--- src/wfes_pkg.sv ---
package wfes_pkg;

	// build-time defaults
	localparam int SEED_DEPTH_DEF = 16;
	localparam int FRAC_BITS_DEF  = 16;

	// most results one item may cause; also caps the seed buffer
	localparam int OUT_LIMIT = 16;

	// field and port widths
	localparam int RAW_W       = 16;
	localparam int OUT_W       = 33;
	localparam int S_TDATA_W   = 16;
	localparam int M_TDATA_W   = 40;
	localparam int GAIN_W      = 16;
	localparam int GAIN_FRAC   = 16;
	localparam int INIT_W      = 5;
	localparam int CFG_IDX_W   = 1;
	localparam int CFG_DATA_W  = 16;

	// register map
	localparam logic [CFG_IDX_W-1:0] REG_EMA_GAIN   = 1'b0;
	localparam logic [CFG_IDX_W-1:0] REG_INIT_COUNT = 1'b1;

	localparam logic [GAIN_W-1:0] GAIN_RESET = 16'd11880;
	localparam logic [INIT_W-1:0] INIT_RESET = 5'd15;

	// small-divisor divider: divisor width, quotient bits per cycle
	localparam int DVW      = 5;
	localparam int DIV_BITS = 8;
	localparam logic [DVW-1:0] BOX_TAPS = 5'd3;

	typedef struct packed {
		logic           start;
		logic [DVW-1:0] divisor;
	} div_req_t;

	typedef struct packed {
		logic done;
		logic inexact;
	} div_rsp_t;

endpackage

--- src/wfes_div.sv ---
module wfes_div #(
	parameter int DW = 40
) (
	input  logic                clk,
	input  logic                arst_n,
	input  wfes_pkg::div_req_t  req,
	input  logic [DW-1:0]       dividend,
	output wfes_pkg::div_rsp_t  rsp,
	output logic [DW-1:0]       quotient
);

	localparam int STEPS = DW / wfes_pkg::DIV_BITS;
	localparam int CW    = $clog2(STEPS + 1);

	logic [DW-1:0]                quo_q;
	logic [wfes_pkg::DVW-1:0]     rem_q;
	logic [wfes_pkg::DVW-1:0]     dvs_q;
	logic [CW-1:0]                cnt_q;
	logic                         done_q;

	logic [wfes_pkg::DVW:0]       step_r;
	logic [DW-1:0]                step_q;

	// shift in one dividend bit per step, subtract where the remainder allows
	always_comb begin
		step_r = {1'b0, rem_q};
		step_q = quo_q;
		for (int k = 0; k < wfes_pkg::DIV_BITS; k++) begin
			step_r = {step_r[wfes_pkg::DVW-1:0], step_q[DW-1]};
			step_q = {step_q[DW-2:0], 1'b0};
			if (step_r >= {1'b0, dvs_q}) begin
				step_r    = step_r - {1'b0, dvs_q};
				step_q[0] = 1'b1;
			end
		end
	end

	always_ff @(posedge clk or negedge arst_n) begin
		if (!arst_n) begin
			cnt_q  <= '0;
			done_q <= 1'b0;
		end else begin
			done_q <= 1'b0;
			if (req.start) begin
				cnt_q <= CW'(STEPS);
			end else if (cnt_q != '0) begin
				cnt_q <= cnt_q - 1'b1;
				if (cnt_q == CW'(1)) begin
					done_q <= 1'b1;
				end
			end
		end
	end

	always_ff @(posedge clk) begin
		if (req.start) begin
			quo_q <= dividend;
			rem_q <= '0;
			dvs_q <= req.divisor;
		end else if (cnt_q != '0) begin
			quo_q <= step_q;
			rem_q <= step_r[wfes_pkg::DVW-1:0];
		end
	end

	assign quotient    = quo_q;
	assign rsp.done    = done_q;
	assign rsp.inexact = (rem_q != '0);

endmodule

--- src/waveform_exp_box_smoother_unit.sv ---
// Channel  Dir  Handshake             Payload
// s_*      in   s_tvalid / s_tready   s_tdata: raw_sample; s_tlast: last_sample
// m_*      out  m_tvalid / m_tready   m_tdata: smoothed_value; m_tlast: last_output
// cfg_*    in   cfg_valid / cfg_ready cfg_index: register; cfg_data: value
//
// One item is in work at a time; s_tready is high only between items.
// A sample still filling the seed buffer is only stored. A live sample passes
// the multiply, add and emit states, one more emit for the closing 2-tap value,
// and the 3-tap divide once two averages exist.
// Seeding sums the n buffered samples, divides for their mean, then replays
// each buffered sample through the live-sample pass.
// Reset is asynchronous; a stalled m_tready holds the sequencer at its emit.
module waveform_exp_box_smoother_unit #(
	parameter int SEED_DEPTH = wfes_pkg::SEED_DEPTH_DEF,
	parameter int FRAC_BITS  = wfes_pkg::FRAC_BITS_DEF
) (
	input  logic                              clk,
	input  logic                              arst_n,
	input  logic                              s_tvalid,
	output logic                              s_tready,
	input  logic [wfes_pkg::S_TDATA_W-1:0]    s_tdata,   // [15:0] raw_sample
	input  logic                              s_tlast,   // last_sample
	output logic                              m_tvalid,
	input  logic                              m_tready,
	output logic [wfes_pkg::M_TDATA_W-1:0]    m_tdata,   // [32:0] smoothed_value, zero pad
	output logic                              m_tlast,   // last_output
	input  logic                              cfg_valid,
	output logic                              cfg_ready,
	input  logic [wfes_pkg::CFG_IDX_W-1:0]    cfg_index,
	input  logic [wfes_pkg::CFG_DATA_W-1:0]   cfg_data
);

	// effective buffer depth and derived widths
	localparam int ED    = (SEED_DEPTH < wfes_pkg::OUT_LIMIT) ? SEED_DEPTH
	                                                           : wfes_pkg::OUT_LIMIT;
	localparam int IW    = $clog2(ED);
	localparam int FW    = $clog2(ED + 1);
	localparam int SUM_W = wfes_pkg::RAW_W + IW;
	localparam int VW    = wfes_pkg::RAW_W + 1 + FRAC_BITS;
	localparam int PW    = VW + wfes_pkg::GAIN_W + 2;
	localparam int NEED  = (SUM_W > 18) ? SUM_W + FRAC_BITS : 18 + FRAC_BITS;
	localparam int DW    = ((NEED + wfes_pkg::DIV_BITS - 1) / wfes_pkg::DIV_BITS)
	                       * wfes_pkg::DIV_BITS;

	localparam logic [1:0] SEEN_NONE = 2'd0;
	localparam logic [1:0] SEEN_ONE  = 2'd1;
	localparam logic [1:0] SEEN_TWO  = 2'd2;

	typedef enum logic [3:0] {
		S_IDLE,
		S_SUM,
		S_SEED_GO,
		S_SEED_WAIT,
		S_REP_RD,
		S_MUL,
		S_ADD,
		S_BOX_GO,
		S_BOX_WAIT,
		S_EMIT_A,
		S_EMIT_B,
		S_COMMIT
	} state_t;

	state_t state_q;

	// configuration
	logic [wfes_pkg::GAIN_W-1:0] gain_q;
	logic [wfes_pkg::INIT_W-1:0] init_q;

	// seed buffer and its read port
	logic [wfes_pkg::RAW_W-1:0] buf_q [ED];
	logic [wfes_pkg::RAW_W-1:0] rd_q;
	logic                       buf_we;

	// waveform control
	logic [FW-1:0] fill_q;
	logic [FW-1:0] cnt_q;
	logic          seeded_q;
	logic          rep_q;
	logic          last_q;
	logic          cur_last_q;
	logic          rd_vld_q;
	logic [1:0]    seen_q;

	// datapath
	logic [wfes_pkg::RAW_W-1:0] x_raw_q;
	logic [SUM_W-1:0]           sum_q;
	logic signed [VW-1:0]       cur_q;
	logic signed [VW-1:0]       prev_q;
	logic signed [VW-1:0]       y_q;
	logic signed [VW-1:0]       box_q;
	logic signed [PW-1:0]       prod_q;

	// output register
	logic                              out_vld_q;
	logic signed [wfes_pkg::OUT_W-1:0] out_val_q;
	logic                              out_last_q;

	logic          s_accept;
	logic          load_ok;
	logic [FW-1:0] fill_nx;
	logic [FW-1:0] lim;
	logic          trig;
	logic          more_rep;

	logic signed [VW-1:0] x_val;
	logic signed [VW:0]   diff;
	logic signed [16:0]   gain_s;
	logic signed [PW-1:0] prod_nx;
	logic signed [VW-1:0] y_nx;
	logic signed [VW:0]   s2;
	logic signed [VW-1:0] avg2;
	logic signed [VW+1:0] s3;
	logic [VW+1:0]        mag3;
	logic signed [VW-1:0] emit_a;
	logic                 last_a;
	logic                 need_a;

	wfes_pkg::div_req_t div_req;
	wfes_pkg::div_rsp_t div_rsp;
	logic [DW-1:0]      div_dividend;
	logic [DW-1:0]      div_quot;
	logic [DW:0]        div_qi;
	logic signed [VW-1:0] div_res;

	assign s_tready  = (state_q == S_IDLE);
	assign s_accept  = s_tvalid && s_tready;
	assign cfg_ready = 1'b1;
	assign load_ok   = !out_vld_q || m_tready;

	// seed count, clamped to the buffer and never below one
	always_comb begin
		if (init_q == '0) begin
			lim = FW'(1);
		end else if (init_q > wfes_pkg::INIT_W'(ED)) begin
			lim = FW'(ED);
		end else begin
			lim = FW'(init_q);
		end
	end

	assign buf_we   = s_accept && !seeded_q && (fill_q < FW'(ED));
	assign fill_nx  = (fill_q < FW'(ED)) ? FW'(fill_q + 1'b1) : fill_q;
	assign trig     = (fill_nx >= lim) || s_tlast;
	assign more_rep = rep_q && (cnt_q < fill_q);

	// moving average step: y = cur + floor(gain * (x - cur) / 2^16)
	assign x_val   = -$signed({1'b0, x_raw_q, {FRAC_BITS{1'b0}}});
	assign diff    = (VW+1)'(x_val) - (VW+1)'(cur_q);
	assign gain_s  = $signed({1'b0, gain_q});
	assign prod_nx = gain_s * diff;
	assign y_nx    = VW'((VW+1)'(cur_q) + (VW+1)'(prod_q >>> wfes_pkg::GAIN_FRAC));

	// two-tap and three-tap sums; all values are nonpositive
	assign s2   = (VW+1)'(cur_q) + (VW+1)'(y_q);
	assign avg2 = VW'(s2 >>> 1);
	assign s3   = (VW+2)'(prev_q) + (VW+2)'(cur_q) + (VW+2)'(y_q);
	assign mag3 = $unsigned(-s3);

	// floor of a negative quotient: negate the rounded-up magnitude
	assign div_qi  = (DW+1)'(div_quot) + (DW+1)'(div_rsp.inexact);
	assign div_res = $signed(VW'(-div_qi));

	always_comb begin
		div_req.start   = (state_q == S_SEED_GO) || (state_q == S_BOX_GO);
		div_req.divisor = wfes_pkg::BOX_TAPS;
		div_dividend    = DW'(mag3);
		if (state_q == S_SEED_GO) begin
			div_req.divisor = wfes_pkg::DVW'(fill_q);
			div_dividend    = DW'({sum_q, {FRAC_BITS{1'b0}}});
		end
	end

	wfes_div #(
		.DW(DW)
	) u_div (
		.clk      (clk),
		.arst_n   (arst_n),
		.req      (div_req),
		.dividend (div_dividend),
		.rsp      (div_rsp),
		.quotient (div_quot)
	);

	// first result of a step: lone value on the first average, else a box average
	always_comb begin
		case (seen_q)
			SEEN_NONE: begin
				emit_a = y_q;
				last_a = 1'b1;
			end
			SEEN_ONE: begin
				emit_a = avg2;
				last_a = 1'b0;
			end
			default: begin
				emit_a = box_q;
				last_a = 1'b0;
			end
		endcase
	end
	assign need_a = (seen_q != SEEN_NONE) || cur_last_q;

	// seed buffer: write at the fill point, registered read at the sweep count
	always_ff @(posedge clk) begin
		if (buf_we) begin
			buf_q[fill_q[IW-1:0]] <= s_tdata[wfes_pkg::RAW_W-1:0];
		end
		rd_q <= buf_q[cnt_q[IW-1:0]];
	end

	// datapath registers
	always_ff @(posedge clk) begin
		case (state_q)
			S_IDLE: begin
				if (s_accept) begin
					x_raw_q <= s_tdata[wfes_pkg::RAW_W-1:0];
					sum_q   <= '0;
				end
			end
			S_SUM: begin
				if (rd_vld_q) begin
					sum_q <= sum_q + SUM_W'(rd_q);
				end
			end
			S_REP_RD:   x_raw_q <= rd_q;
			S_MUL:      prod_q  <= prod_nx;
			S_ADD:      y_q     <= y_nx;
			S_BOX_WAIT: begin
				if (div_rsp.done) begin
					box_q <= div_res;
				end
			end
			default: ;
		endcase
	end

	// sequencer, configuration and output register
	always_ff @(posedge clk or negedge arst_n) begin
		if (!arst_n) begin
			state_q    <= S_IDLE;
			gain_q     <= wfes_pkg::GAIN_RESET;
			init_q     <= wfes_pkg::INIT_RESET;
			fill_q     <= '0;
			cnt_q      <= '0;
			seeded_q   <= 1'b0;
			rep_q      <= 1'b0;
			last_q     <= 1'b0;
			cur_last_q <= 1'b0;
			rd_vld_q   <= 1'b0;
			seen_q     <= SEEN_NONE;
			cur_q      <= '0;
			prev_q     <= '0;
			out_vld_q  <= 1'b0;
			out_val_q  <= '0;
			out_last_q <= 1'b0;
		end else begin
			if (cfg_valid && cfg_ready) begin
				case (cfg_index)
					wfes_pkg::REG_EMA_GAIN:   gain_q <= cfg_data;
					wfes_pkg::REG_INIT_COUNT: init_q <= cfg_data[wfes_pkg::INIT_W-1:0];
					default: ;
				endcase
			end

			// drop the held item once taken; a load below wins
			if (m_tready) begin
				out_vld_q <= 1'b0;
			end

			case (state_q)
				S_IDLE: begin
					if (s_accept) begin
						last_q <= s_tlast;
						if (seeded_q) begin
							cur_last_q <= s_tlast;
							state_q    <= S_MUL;
						end else begin
							fill_q <= fill_nx;
							if (trig) begin
								cnt_q    <= '0;
								rd_vld_q <= 1'b0;
								state_q  <= S_SUM;
							end
						end
					end
				end
				S_SUM: begin
					if (cnt_q < fill_q) begin
						cnt_q    <= cnt_q + 1'b1;
						rd_vld_q <= 1'b1;
					end else begin
						rd_vld_q <= 1'b0;
						if (!rd_vld_q) begin
							state_q <= S_SEED_GO;
						end
					end
				end
				S_SEED_GO: begin
					cnt_q   <= '0;
					state_q <= S_SEED_WAIT;
				end
				S_SEED_WAIT: begin
					if (div_rsp.done) begin
						cur_q    <= div_res;
						prev_q   <= '0;
						seen_q   <= SEEN_NONE;
						seeded_q <= 1'b1;
						rep_q    <= 1'b1;
						state_q  <= S_REP_RD;
					end
				end
				S_REP_RD: begin
					// replayed sample is last only at the end of the buffer
					cur_last_q <= last_q && (FW'(cnt_q + 1'b1) == fill_q);
					cnt_q      <= cnt_q + 1'b1;
					state_q    <= S_MUL;
				end
				S_MUL: state_q <= S_ADD;
				S_ADD: state_q <= (seen_q == SEEN_TWO) ? S_BOX_GO : S_EMIT_A;
				S_BOX_GO: state_q <= S_BOX_WAIT;
				S_BOX_WAIT: begin
					if (div_rsp.done) begin
						state_q <= S_EMIT_A;
					end
				end
				S_EMIT_A: begin
					if (!need_a) begin
						state_q <= S_COMMIT;
					end else if (load_ok) begin
						out_vld_q  <= 1'b1;
						out_val_q  <= wfes_pkg::OUT_W'(emit_a);
						out_last_q <= last_a;
						state_q    <= (cur_last_q && seen_q != SEEN_NONE) ? S_EMIT_B
						                                                  : S_COMMIT;
					end
				end
				S_EMIT_B: begin
					// closing 2-tap average of the waveform
					if (load_ok) begin
						out_vld_q  <= 1'b1;
						out_val_q  <= wfes_pkg::OUT_W'(avg2);
						out_last_q <= 1'b1;
						state_q    <= S_COMMIT;
					end
				end
				S_COMMIT: begin
					prev_q <= cur_q;
					cur_q  <= y_q;
					seen_q <= (seen_q == SEEN_TWO) ? SEEN_TWO : seen_q + 2'd1;
					if (more_rep) begin
						state_q <= S_REP_RD;
					end else begin
						rep_q   <= 1'b0;
						state_q <= S_IDLE;
						if (last_q) begin
							fill_q   <= '0;
							seeded_q <= 1'b0;
							cur_q    <= '0;
							prev_q   <= '0;
							seen_q   <= SEEN_NONE;
						end
					end
				end
				default: state_q <= S_IDLE;
			endcase
		end
	end

	assign m_tvalid = out_vld_q;
	assign m_tdata  = {{(wfes_pkg::M_TDATA_W - wfes_pkg::OUT_W){1'b0}}, out_val_q};
	assign m_tlast  = out_last_q;

	// the divider answers only while the sequencer waits for it
	assert property (@(posedge clk) disable iff (!arst_n)
		div_rsp.done |-> (state_q == S_SEED_WAIT || state_q == S_BOX_WAIT))
		else $error("divider result outside a wait state");

	// the end of a waveform clears the fill count, the seeded flag and the seen count
	assert property (@(posedge clk) disable iff (!arst_n)
		(state_q == S_COMMIT && last_q && !more_rep)
		|=> (fill_q == '0 && !seeded_q && seen_q == SEEN_NONE))
		else $error("waveform state not cleared after last item");

	// a second result in one step only closes a waveform after an average exists
	assert property (@(posedge clk) disable iff (!arst_n)
		(state_q == S_EMIT_B) |-> (cur_last_q && seen_q != SEEN_NONE))
		else $error("closing result without a last sample");

endmodule
--- config.mk ---
export PLATFORM = sky130hd
export DESIGN_NAME = waveform_exp_box_smoother_unit
export DESIGN_NICKNAME = d
export VERILOG_FILES = /design/src/wfes_pkg.sv /design/src/wfes_div.sv /design/src/waveform_exp_box_smoother_unit.sv
export SDC_FILE = /design/constraint.sdc
export NUM_CORES = 2
export LEC_CHECK = 0
export CAP_MARGIN = 20
export CORE_UTILIZATION = 65
export CTS_CLUSTER_SIZE = 25
export DETAILED_ROUTE_END_ITERATION = 8
export DONT_BUFFER_PORTS = 1
export PLACE_DENSITY = 0.81
export SETUP_SLACK_MARGIN = 0.02
export SLEW_MARGIN = 10
export SYNTH_ARGS = -nofsm -noshare
export SYNTH_HDL_FRONTEND = slang
export SYNTH_SLANG_ARGS = --single-unit
--- constraint.sdc ---
create_clock -name clk -period 33.9 [get_ports clk]
set_input_delay 1.695 -clock clk [delete_from_list [all_inputs] [get_ports clk]]
set_output_delay 1.695 -clock clk [all_outputs]
set_load 0.1 [all_outputs]
# After elaboration in Yosys (flattened, before gate mapping)
# Memory sizes are Yosys's and may differ from the RTL's. A register that Yosys moved wholly into a read port is not among the register bits.
# Index checks and enable logic that the tools add are counted.
dict set report word_totals {
  ramBits 256
  n_memories 1
  in_bits 39
  register_bits 348
}
# memory depth width rd rd_ports_with_merged_regs write_ports line
set mem_list {}
lappend mem_list {buf_q 16 16 1 1 1 waveform_exp_box_smoother_unit.sv:71} ;# logic [wfes_pkg::RAW_W-1:0] buf_q [ED];
dict set report op_classes {
  n_eq_ne 32
  n_addsub 22
  n_mul 1
  order_cmp 12
  bitwise 1
  mux 99
  reduce_logical 40
}
# operator n
set ops {}
lappend ops {{$mux W33} 9}
lappend ops {{$pmux W33 S2} 4}
lappend ops {{$mux W5} 19}
lappend ops {{$mux W40} 2}
lappend ops {{$add A33 B33 Y34} 2}
lappend ops {{$mul A17 B34 Y49} 1}
lappend ops {{$ge A6 B5 Y1} 8}
lappend ops {{$pmux W4 S12} 1}
lappend ops {{$mux W4} 11}
lappend ops {{$mux W20} 2}
lappend ops {{$pmux W20 S2} 1}
lappend ops {{$sub A5 B5 Y5} 8}
lappend ops {{$mux W36} 1}
lappend ops {{$add A34 B33 Y35} 1}
lappend ops {{$neg A35 Y35} 1}
lappend ops {{$sub A33 B33 Y34} 1}
lappend ops {{$add A33 B1 Y33} 1}
lappend ops {{$add A33 B33 Y33} 1}
lappend ops {{$neg A32 Y33} 1}
lappend ops {{$neg A33 Y33} 1}
lappend ops {{$pmux W16 S2} 1}
lappend ops {{$mux W1} 31}
lappend ops {{$add A20 B16 Y20} 1}
lappend ops {{$ne A2 B2 Y1 const B} 10}
lappend ops {{41 further kinds} 88}

# Logic depth before layout (Yosys ltp)
dict set report depth {
  ltp_word 18
  depth_mapped 74
  mapped_depth_nobuf 72
}

# By module
# From an unflattened synthesis, not the netlist that was laid out.
dict set report hier_totals {
  hier_cells 5127
  area_unflattened_um2 53933.0
}
# module n_inst area_each_um2 cells_per_inst seq_area_each_um2
set by_module_without_submodules {}
lappend by_module_without_submodules {waveform_exp_box_smoother_unit 1 49527.5 4727 15653.8}
lappend by_module_without_submodules {wfes_div 1 4405.5 400 1551.5}

# Least setup slack after synthesis
# OpenSTA, ideal clock, no wires.
dict set report synth_timing {
  path_kind {reg2reg}
  start {register u_div.dvs_q[1] (netlist name)}
  end {register u_div.rem_q[0] (netlist name)}
  setup_ns 0.067
  setup_slack_ns 19.059
  required_ns 33.833
  path_stages_with_launch 67
  path_buffers 3
  t_arrival_ns 14.774
  cell_sequence {edfxtp_1 -> inv_1 -> fa_1 -> a211o_1 -> nand3_1 -> and2_1 -> buf_2 -> mux2_2 -> ha_1 -> nand2b_1 -> a21oi_1 -> o21a_1 -> or3_1 -> buf_6 -> mux2_4 -> ha_1 -> and3_1 -> a31o_2 -> (+31 left out) -> nor2b_1 -> o21ai_0 -> nand2b_1 -> a41o_1 -> a21oi_1 -> inv_1 -> a2111oi_1 -> mux2i_4 -> nor2_1 -> a21oi_1 -> fa_1 -> a21oi_1 -> nor2b_1 -> o21ai_0 -> nand2b_1 -> a211oi_4 -> mux2_4 -> a21oi_2}
}
dict set report synth_between {
  elab_chain_len 16
}
# item line
set synth_lines {}
lappend synth_lines {{from (decl)} wfes_div.sv:17} ;# logic [wfes_pkg::DVW-1:0] dvs_q;
lappend synth_lines {{from (signal assigned)} wfes_div.sv:59} ;# dvs_q <= req.divisor;
lappend synth_lines {{$sub A5 B5 Y5 / $ge A6 B5 Y1 (equally long branches)} {wfes_div.sv:32, wfes_div.sv:31}}
lappend synth_lines {{$mux W5} wfes_div.sv:31} ;# if (step_r >= {1'b0, dvs_q}) begin
lappend synth_lines {{$sub A5 B5 Y5 / $ge A6 B5 Y1 (equally long branches)} {wfes_div.sv:32, wfes_div.sv:31}}
lappend synth_lines {{$mux W5} wfes_div.sv:31}
lappend synth_lines {{$sub A5 B5 Y5 / $ge A6 B5 Y1 (equally long branches)} {wfes_div.sv:32, wfes_div.sv:31}}
lappend synth_lines {{$mux W5} wfes_div.sv:31}
lappend synth_lines {{$sub A5 B5 Y5 / $ge A6 B5 Y1 (equally long branches)} {wfes_div.sv:32, wfes_div.sv:31}}
lappend synth_lines {{$mux W5} wfes_div.sv:31}
lappend synth_lines {{$ge A6 B5 Y1 / $sub A5 B5 Y5 (equally long branches)} {wfes_div.sv:31, wfes_div.sv:32}}
lappend synth_lines {{$mux W5} wfes_div.sv:31}
lappend synth_lines {{$sub A5 B5 Y5 / $ge A6 B5 Y1 (equally long branches)} {wfes_div.sv:32, wfes_div.sv:31}}
lappend synth_lines {{$mux W5} wfes_div.sv:31}
lappend synth_lines {{$sub A5 B5 Y5 / $ge A6 B5 Y1 (equally long branches)} {wfes_div.sv:32, wfes_div.sv:31}}
lappend synth_lines {{$mux W5} wfes_div.sv:31}
lappend synth_lines {{$ge A6 B5 Y1 *} wfes_div.sv:31}
lappend synth_lines {{$mux W5 *} wfes_div.sv:31}
lappend synth_lines {{to (signal assigned)} wfes_div.sv:62} ;# rem_q <= step_r[wfes_pkg::DVW-1:0];
lappend synth_lines {{to (decl)} wfes_div.sv:16} ;# logic [wfes_pkg::DVW-1:0] rem_q;
# Mark *: on every way between the ends. The rest lies on a longest branch, timed or not.
# A chain may end at the register's enable or synchronous reset.

# Worst setup path after layout
dict set report layout_timing {
  start {register u_div.dvs_q[1] (netlist name)}
  end {register u_div.rem_q[4] (netlist name)}
}
dict set report layout_between {
  elab_chain_len 16
}
# item line
set layout_lines {}
lappend layout_lines {{$sub A5 B5 Y5 / $ge A6 B5 Y1 (equally long branches)} {wfes_div.sv:32, wfes_div.sv:31}}
lappend layout_lines {{$mux W5} wfes_div.sv:31}
lappend layout_lines {{$sub A5 B5 Y5 / $ge A6 B5 Y1 (equally long branches)} {wfes_div.sv:32, wfes_div.sv:31}}
lappend layout_lines {{$mux W5} wfes_div.sv:31}
lappend layout_lines {{$sub A5 B5 Y5 / $ge A6 B5 Y1 (equally long branches)} {wfes_div.sv:32, wfes_div.sv:31}}
lappend layout_lines {{$mux W5} wfes_div.sv:31}
lappend layout_lines {{$sub A5 B5 Y5 / $ge A6 B5 Y1 (equally long branches)} {wfes_div.sv:32, wfes_div.sv:31}}
lappend layout_lines {{$mux W5} wfes_div.sv:31}
lappend layout_lines {{$ge A6 B5 Y1 / $sub A5 B5 Y5 (equally long branches)} {wfes_div.sv:31, wfes_div.sv:32}}
lappend layout_lines {{$mux W5} wfes_div.sv:31}
lappend layout_lines {{$sub A5 B5 Y5 / $ge A6 B5 Y1 (equally long branches)} {wfes_div.sv:32, wfes_div.sv:31}}
lappend layout_lines {{$mux W5} wfes_div.sv:31}
lappend layout_lines {{$sub A5 B5 Y5 / $ge A6 B5 Y1 (equally long branches)} {wfes_div.sv:32, wfes_div.sv:31}}
lappend layout_lines {{$mux W5} wfes_div.sv:31}
lappend layout_lines {{$sub A5 B5 Y5 / $ge A6 B5 Y1 (equally long branches)} {wfes_div.sv:32, wfes_div.sv:31}}
lappend layout_lines {{$mux W5 *} wfes_div.sv:31}
# Marked as above.

==> impl_metrics.ini <==
[status]
status = finished clean

[setup_path]
rr_endpoint = u_div.rem_q[4]
worst_path_dominant_cell_family = compound AO/OA/AOI/OAI gates
path_class = reg -> reg
start_kind = flop
crit_buf_inv = 3
cp.required_ns = 34.38
cpMaxStageDelayCell = edfxtp_1
path_common_cell = a21oi_1
crit_start = u_div.dvs_q[1]
arrival_ns = 18.03
worstSetupEndpointType = flop
cp_num_cells = 64
worstReg2RegStart = u_div.dvs_q[1]
crit_fanout = 10
worstRegToRegCells = 64
cpPeakStageDelay_ns = 0.72
reg2reg_slack_ns = 16.35
worstSetupEndpoint = u_div.rem_q[4]

[layout]
final_layout_size_suffix_gt1_share_pct = 7.84
fillers = 5615
fin_nets = 5912
synthToLayoutAreaGrowth_pct = 7.22
fin_area_um2 = 56500

[timing]
tightest_slew_ns = 1.17
fmax_mhz = 57.0
slew_headroom_pct = 21.9
finalCritPeriodShare_pct = 51.8
timing.hold.ws_ns = 0.489
clock_skew_ns = 0.0603
finalWorstSetupSlack_ns = 16.35
fin_tns_setup_ns = 0
hold_violations = 0
rsz0062_at_grt = no
finalSetupViolCount = 0
final-max-slew-violation-count = 0
period_needed_ns = 17.55

[placement]
portBuffers = 0
place.gp.congestion = 0.993
dpl.hpwl_um = 99000
pre_cts_ws_ns = 16.36
placed_area_um2 = 54000

[grt]
antenna_found_initial = 3
grt_max_degree = 148
grtUsageTotal_pct = 34.2
grt-ovfl-total = 0
grt_pass1_vias = 38738
grt_pass1_wl_um = 216000

[routing]
drc = 0
final_antenna_net_count = 0
vias = 37515
drtIter0Drc = 3448
wl_per_cell_um = 22.7
routed_wl_um = 137000
viasPerCell = 6.22
dr.pass1.iters = 6

[synthesis]
netlist_instances = 4956
synth_common_cells = 763 x inv_1, 547 x fa_1, 525 x nand2_1, 436 x edfxtp_1, 408 x ha_1
synth_cell_type_count = 93
syn_area_per_cell_um2 = 10.6
yosysTopAreaCell = edfxtp_1
synth_enable_flop_cells = 436
ys_warn_count = 0
synthFlopType = edfxtp_1
yosysMostFrequentCell = inv_1
ys_seq_area_share_pct = 32.6
synth_top_area_share_pct = 24.8
synthTopCellsByArea = edfxtp_1 25%, fa_1 21%, ha_1 9.7%
ys_ff_latch = 604
synth_area_um2 = 52700
async_reset_ff_share_pct = 24.3

[clock_network]
cts_root_buf = clkbuf_16
cts.htree.levels = 3
insertion_delay_ns = 0.65
clk_pin_slew_ns = 0.06
cts_tree = yes
post_cts_buffers = 0
postCtsHoldBufs = 0
post_cts_resized = 0
clock_sink_count = 604
cts_buffer_depth = 3
cts_buffers = 68

[die]
ios = 83
std_cell_rows = 104
fp.dieW_um = 287
die_y_um = 287
start_util_pct = 65.5
core_um2 = 80400
die-area_um2 = 82200

[flow_run]
maxCapViolCount = 0

[min_path]
hold_path_class = reg -> reg
==> cells by family (layout without fill, tap and decap cells) <==
kind of cell               count (synthesis)  count (layout)  synth area share [%]
buffers and inverters                    959             971                  6.92
and+or+nand+nor                         1234            1234                  11.0
muxes                                    151             151                  4.93
other                                      2               9                0.0142
xor gates and xnor gates                 237             237                  3.94
adders and majority gates                955             955                  30.5
AOI/OAI and AO/OA                        814             814                  10.1
DFF                                      604             604                  32.6
==> sequential cells by signal, summed over array words and instances, names as in the netlist, 33 cells and up <==
signal          cells
u_div.quotient     40
y_q                33
out_val_q          33
cur_q              33
buf_q             256
box_q              33
prev_q             33
prod_q             33
==> placed cells by master, fill, tap and decap left out, types with 23 or more instances in the layout <==
cell / n
xnor2_1: 159
inv_1: 763
nor3_1: 49
a21oi_1: 220
o21ai_0: 162
a21o_1: 101
nor2b_1: 47
nor2_1: 217
a22oi_1: 40
o21a_1: 59
o21bai_1: 23
edfxtp_1: 436
nand2_1: 525
xor2_1: 72
a211oi_1: 28
nand3_1: 36
mux4_2: 80
buf_4: 77
a31oi_1: 23
mux2_2: 49
ha_1: 408
fa_1: 547
and2_1: 206
clkbuf_16: 69
dfrtp_1: 131
nand2b_1: 35
==> per-stage QoR <==
stage	cells	utilization [%]
2_1_floorplan	4962	-
3_3_place_gp	5903	67.1
3_5_place_dp	5903	67.1
4_1_cts	6029	70.1
5_1_grt	6034	70.3
6_report	6035	70.3
==> layer usage <==
| metal | share of wire [%] | global-route usage [%] |
|---|---|---|
| met5 | 0.030 | 0 |
| met4 | 4.1 | 13.3 |
| met3 | 9.0 | 6.28 |
| met2 | 48 | 56.7 |
| met1 | 39 | 44.9 |
==> how the worst min path moves through the flow <==
stage,from,to,slack [ns],cells after the start
final,u_div.cnt_q[2],u_div.done_q,0.49,1
after global routing,u_div.cnt_q[2],u_div.done_q,0.52,1
after CTS,u_div.cnt_q[2],u_div.done_q,0.49,1
after detailed placement,u_div.cnt_q[2],u_div.done_q,0.48,1
after global placement,rd_vld_q,rd_vld_q,0.46,2
after floorplan,rd_vld_q,rd_vld_q,0.44,2
==> area by class of cell <==
type | instances | area, um2 | area share [%]
Inverter | 764 | 2870 | 5.07
Clock buffer | 93 | 1930 | 3.41
Sequential cell | 604 | 17200 | 30.5
Multi-Input combinational cell | 3399 | 32000 | 56.6
Timing Repair Buffer | 81 | 664 | 1.18
Clock inverter | 33 | 503 | 0.890
Tap cell | 1060 | 1330 | 2.35
Antenna cell | 1 | 2.50 | 0.00443
Power is not shown: default switching activity piles up to over one toggle a cycle in this logic, so the estimate is an artifact.
